File: config.mk
export PLATFORM = sky130hd
export DESIGN_NAME = rmt_ctrl
export DESIGN_NICKNAME = d
export VERILOG_FILES = /design/src/rtl/rmt_pkg.sv /design/src/rtl/rmt_ctrl.sv
export SDC_FILE = /design/constraint.sdc
export NUM_CORES = 1
export LEC_CHECK = 0
export ABC_AREA = 0
export BUFFER_PORTS_ARGS = -buffer_cell sky130_fd_sc_hd__buf_2
export CAP_MARGIN = 20
export CORE_AREA = 2 2 39 41
export CTS_BUF_LIST = sky130_fd_sc_hd__clkbuf_8
export CTS_CLUSTER_SIZE = 10
export DETAILED_ROUTE_END_ITERATION = 6
export DIE_AREA = 0 0 41 43
export PLACE_DENSITY = 0.59
export SYNTH_ARGS = -nofsm -noshare
export SYNTH_HDL_FRONTEND = slang
export SYNTH_SLANG_ARGS = --single-unit
export TNS_END_PERCENT = 10
File: constraint.sdc
create_clock -name clk -period 3.9 [get_ports clk]
set_clock_uncertainty 0.2 [all_clocks]
set_input_delay 0.585 -clock clk [delete_from_list [all_inputs] [get_ports clk]]
set_output_delay 0.585 -clock clk [all_outputs]
set_load 0.05 [all_outputs]
File: src/rtl/rmt_pkg.sv
`default_nettype none
package rmt_pkg;

  localparam int NUM_KEYS   = 1024;
  localparam int VALUE_BITS = 32;

  localparam int POS_W   = 11;
  localparam int IN_VAL_W = 32;
  localparam int OUT_W   = 32;

  localparam int TREE_NODES = 2 * NUM_KEYS;
  localparam int NODE_AW    = $clog2(TREE_NODES);
  localparam int LR_W       = ((NODE_AW > POS_W) ? NODE_AW : POS_W) + 1;

  localparam logic CMD_RAISE = 1'b0;
  localparam logic CMD_QUERY = 1'b1;

  typedef struct packed {
    logic clr_step;
    logic load;
    logic upd_step;
    logic qry_step;
    logic out_load;
  } rmt_cmd_t;

  typedef struct packed {
    logic clr_last;
    logic is_query;
    logic pos_ok;
    logic upd_last;
    logic qry_done;
  } rmt_stat_t;

endpackage
`default_nettype wire

File: src/rtl/rmt_ctrl.sv
`default_nettype none
module rmt_ctrl
  import rmt_pkg::*;
(
  input  wire logic      clk,
  input  wire logic      rst_n,
  input  wire logic      in_valid,
  output logic           in_ready,
  output logic           out_valid,
  input  wire logic      out_ready,
  input  wire rmt_stat_t stat,
  output rmt_cmd_t       cmd
);

  typedef enum logic [2:0] {
    S_CLEAR,
    S_IDLE,
    S_UPD,
    S_QRY,
    S_FIN
  } state_t;

  state_t state_r, state_nxt;
  logic   in_ready_r, out_valid_r, out_valid_nxt;

  always_comb begin
    state_nxt = state_r;
    cmd       = '0;
    unique case (state_r)
      S_CLEAR: begin
        cmd.clr_step = 1'b1;
        if (stat.clr_last) state_nxt = S_IDLE;
      end
      S_IDLE: begin
        if (in_valid) begin
          cmd.load = 1'b1;
          if (stat.is_query) state_nxt = S_QRY;
          else if (stat.pos_ok) state_nxt = S_UPD;
        end
      end
      S_UPD: begin
        cmd.upd_step = 1'b1;
        if (stat.upd_last) state_nxt = S_IDLE;
      end
      S_QRY: begin
        cmd.qry_step = 1'b1;
        if (stat.qry_done) state_nxt = S_FIN;
      end
      S_FIN: begin
        if (!out_valid_r || out_ready) begin
          cmd.out_load = 1'b1;
          state_nxt    = S_IDLE;
        end
      end
      default: state_nxt = S_IDLE;
    endcase
  end

  always_comb begin
    out_valid_nxt = out_valid_r;
    if (out_valid_r && out_ready) out_valid_nxt = 1'b0;
    if (cmd.out_load) out_valid_nxt = 1'b1;
  end

  always_ff @(posedge clk) begin
    if (!rst_n) begin
      state_r     <= S_CLEAR;
      in_ready_r  <= 1'b0;
      out_valid_r <= 1'b0;
    end else begin
      state_r     <= state_nxt;
      in_ready_r  <= (state_nxt == S_IDLE);
      out_valid_r <= out_valid_nxt;
    end
  end

  assign in_ready  = in_ready_r;
  assign out_valid = out_valid_r;

  a_ready_idle: assert property (@(posedge clk) disable iff (!rst_n)
    in_ready_r |-> (state_r == S_IDLE))
    else $error("ready outside idle");

  a_fin_holds: assert property (@(posedge clk) disable iff (!rst_n)
    (state_r == S_FIN && out_valid_r && !out_ready) |=> (state_r == S_FIN))
    else $error("result overwrote pending output");

  a_upd_end: assert property (@(posedge clk) disable iff (!rst_n)
    (state_r == S_UPD && stat.upd_last) |=> (state_r == S_IDLE))
    else $error("update walk did not end at root");

  a_load_idle: assert property (@(posedge clk) disable iff (!rst_n)
    cmd.load |-> in_ready_r)
    else $error("item loaded while not ready");

endmodule
`default_nettype wire

==> Yosys cells after proc, flatten, opt, wreduce, memory -nomap -nowiden <==
Index checks and enable logic that the tools add are counted.
{ "word_totals": {"regBits": 5, "latch_bits": 0, "ramBits": 0, "romBits": 0, "input_bits": 9, "out_inout_bits": 7, "memories": 0} }
{ "classes": {"add_sub_neg": 0, "n_mul": 0, "n_div": 0, "magnitude_cmp": 0, "n_eq_ne": 5, "shifts": 0, "muxes": 17, "bitwise_logic": 0, "n_reduce_logical": 5} }
{ "ops": {"columns": ["operator", "n"], "rows": [
  ["3-bit two-way mux", 7],
  ["3-bit one-hot mux with 5 select lines", 1],
  ["1-bit two-way mux", 9],
  ["3-bit by 1-bit equality test with 1-bit output, second input constant", 2],
  ["3-bit by 2-bit equality test with 1-bit output, second input constant", 2],
  ["3-bit equality test, second input constant", 1],
  ["3-bit logical NOT", 1],
  ["2-bit nonzero test", 1],
  ["1-bit logical AND", 1],
  ["1-bit logical NOT", 1],
  ["1-bit logical OR", 1]
]} }

==> Depth between registers and ports, before layout <==
{ "depth": {"word_depth": 5, "depth_mapped": 4, "ltp_nobuf": 4} }

==> Least setup slack after synthesis <==
Ideal clock, no wire load.
{ "synth_timing": {"path_type": "register to output", "startpoint": "reg state_r[0]", "endpoint": "out cmd[4] (netlist bit)", "arrival_time_ns": 1.457, "setup_slack_ns": 1.658, "stages_incl_launch_ff": 2, "cell_sequence": "dfxtp_1 > nor3_1"} }
{ "synth_lines": {"columns": ["item", "line", "rtl"], "rows": [
  ["start, declared", "rmt_ctrl.sv:23", "state_t state_r, state_nxt;"],
  ["start signal, assigned", "rmt_ctrl.sv:71", "state_r <= state_nxt;"],
  ["end, declared", "rmt_ctrl.sv:12", "output rmt_cmd_t cmd"]
]} }

==> qor.csv <==
stage,metric,value,unit
logic_synthesis,post-synthesis mux area share,0,%
critical_path,Setup crit start kind,flip-flop,
grt,M2 GR Usage,11.3,%
logic_synthesis,Synth async-reset ratio,0,%
critical_path,slowest CP cell,dfxtp_1,
placed_design,Port Buf Inserts,15,
logic_synthesis,Compound-Gate Fraction of Synth Area,20.0,%
detailed_routing,DR vias,294,
clocking,setup bufs post-CTS,0,
grt,Top Usage Layer GRT,met2,
clocking,hold_buf cts,0,
clocking,clock sinks,5,
layout,Final nets,63,
detailed_routing,Remaining DRCs,0,
timing,Tmin final,2.30,ns
detailed_routing,Iteration-0 DRC Markers,3,
pwr,Pwr Total,0.191,mW
clocking,"Clk pin slew, worst setup/hold paths",0.03,ns
grt,vias in the first global route,248,
timing,fmax,435,MHz
pwr,Cell Pwr Density,423,nW/um^2
critical_path,CP Max Fanout,8,
logic_synthesis,Post-Synth XOR/XNOR Area,0,%
logic_synthesis,Cells after Synth,35,
logic_synthesis,Mapped Nets,44,
logic_synthesis,"Avg Cell Area, Syn",9.12,um^2
job,MaxCap Viol Count,0,
critical_path,worst setup path category,reg2out,
grt,met3 GRT Util,3.14,%
grt,GR Overflow Total,0,
clocking,Post-CTS Resized,0,
floorplan,core box area,1380,um^2
timing,Hold Slack,0.402,ns
detailed_routing,DR WL/cell,9.19,um
timing,Final Setup Violations,0,
logic_synthesis,YS warnings,0,
layout,fin area,452,um^2
pwr,Max IR drop VDD,156,uV
layout,fin cells,69,
grt,largest net degree at the start of global routing,10,
layout,layout cells sized above 1,49.1,%
critical_path,max incr delay on CP,0.42,ns
logic_synthesis,"Seq/Total Area, Yosys",31.4,%
timing,slew at the pin with the worst max-slew slack,0.275,ns
timing,Final TNS setup,0,ns
pwr,Leakage,0.218,nW
worst_hold_path,Hold WC Path Type,reg2reg,
logic_synthesis,Mapped Area,319,um^2
timing,RSZ-0062 raised after global routing,false,
detailed_routing,vias per cell,4.26,
critical_path,crit end category,primary output,
grt,initial antenna violation count,0,
placed_design,Post-Place Cell Area,407,um^2
logic_synthesis,#FFs+latches synth,5,
detailed_routing,final WL,634,um
logic_synthesis,Area contributors post-synth,"dfxtp_1 31%, o32ai_2 10%, and2_1 5.9%",
critical_path,Critical Path AT,1.51,ns
placed_design,Placer Congestion,0.644,
clocking,Root Driver,clkbuf_8,
logic_synthesis,Post-synth EDFFs,0,
critical_path,Worst Path Required,3.12,ns
placed_design,Cells after DPL,65,
timing,"Slew Viols, Final",0,
timing,final hold violation count,0,
clocking,TritonCTS clock tree,yes,
clocking,Clock Latency Late Sink,0.22,ns
logic_synthesis,simple-gate area share of the yosys netlist,42.7,%
detailed_routing,ANT nets after route,0,
detailed_routing,DR pass1 iterations,2,
layout,Synth-to-Final Area Change,41.6,%
clocking,H-tree depth,1,
critical_path,CP cell instances,or3b_4 -> and2b_2 -> buf_2,
logic_synthesis,Commonest cells post-synth,"5 x dfxtp_1, 5 x nor2_1, 3 x and2_1, 3 x inv_1",
logic_synthesis,largest family of logic cells by synthesized area,simple AND/OR/NAND/NOR gates,
floorplan,starting density of the core,23.1,%
floorplan,I/O Pins,16,
timing,Final period util,58.9,%
critical_path,R2R cell count,4,
logic_synthesis,Synth top area share,31.4,%
layout,n_diodes,0,
floorplan,Die Area,1760,um^2
floorplan,width of the die,41,um
floorplan,number of cell rows,14,
floorplan,die height,43,um
timing,Slew headroom,81.7,%
logic_synthesis,Synth area leader,dfxtp_1,
clocking,clk buf depth,2,
status,status,"finished, final reports clean",
logic_synthesis,Yosys cell types,21,
grt,met1 Usage GRT,10.3,%
logic_synthesis,Synth Flop Type,dfxtp_1,
grt,Total GRT Usage,8.64,%
clocking,total CTS buffers,3,
logic_synthesis,Post-Synth Adder-Cell Area,0,%
worst_hold_path,Hold Path Stages,2,
grt,first-pass GRT wire length,993,um
registers in the layout (all words and copies together), names as in the netlist:
name / flops
in_ready: 1
out_valid: 1
state_r: 3
final timing paths:
path,end,startpoint,slack (ns)
worst max-delay path,cmd[0],state_r[2],1.60
worst min-delay path,out_valid,out_valid,0.40
worst max register to register,in_ready,state_r[2],2.37
worst min register to register,out_valid,out_valid,0.40
metrics by stage:
stage	worst slack, ns	util (%)
2_1_floorplan	1.66	-
5_1_grt	1.51	32.6
6_report	1.60	32.6
4_1_cts	1.58	32.6
3_5_place_dp	1.72	29.4
3_3_place_gp	1.73	29.4
routing by layer:
metal | vias to the layer above | wire, um
met5 | - | 0
met4 | 0 | 0
met3 | 0 | 45
met2 | 7 | 314
met1 | 127 | 274
li1 | 160 | -
power by group:
part | switching [mW] | internal (mW)
clock | 0.0253 | 0.0675
combinational | 0.0256 | 0.0141
sequential | 0.00395 | 0.0545
kinds of logic after synthesis:
| family | count (synthesis) |
|---|---|
| AND/OR/NAND/NOR | 19 |
| AO/OA/AOI/OAI | 7 |
| flip-flops | 5 |
| buffers and inverters | 4 |
critical path: cells and delay by family (launching register included):
kind          cells  cell delay (ns)
simple gates      2             0.63
flops             1             0.42
buf+inv           1             0.25
final cells by class:
| class | instances | area [um^2] |
|---|---|---|
| Multi-Input combinational cell | 26 | 200 |
| Clock buffer | 3 | 41.3 |
| Timing Repair Buffer | 15 | 75.1 |
| Tap cell | 16 | 20.0 |
| Inverter | 3 | 11.3 |
| Sequential cell | 5 | 100 |
| Clock inverter | 1 | 3.75 |
| Fill cell | 154 | 932 |
cell usage in the layout (no fill, tap or decap):
master and n:
dfxtp_1 5, nand4bb_2 1, clkbuf_8 3, and3_1 1, nor3_1 1, a31oi_1 1, a21boi_0 1, inv_1 4
nor2_1 5, or3b_4 1, and4b_1 1, nand2b_2 1, and2b_1 1, buf_2 15, and2_1 3, and2_2 1
or2b_2 1, o21ai_0 2, nor4b_1 1, o32ai_2 2, o211ai_1 1, and2b_2 1
Note: power is estimated with default switching activity, not from simulation.
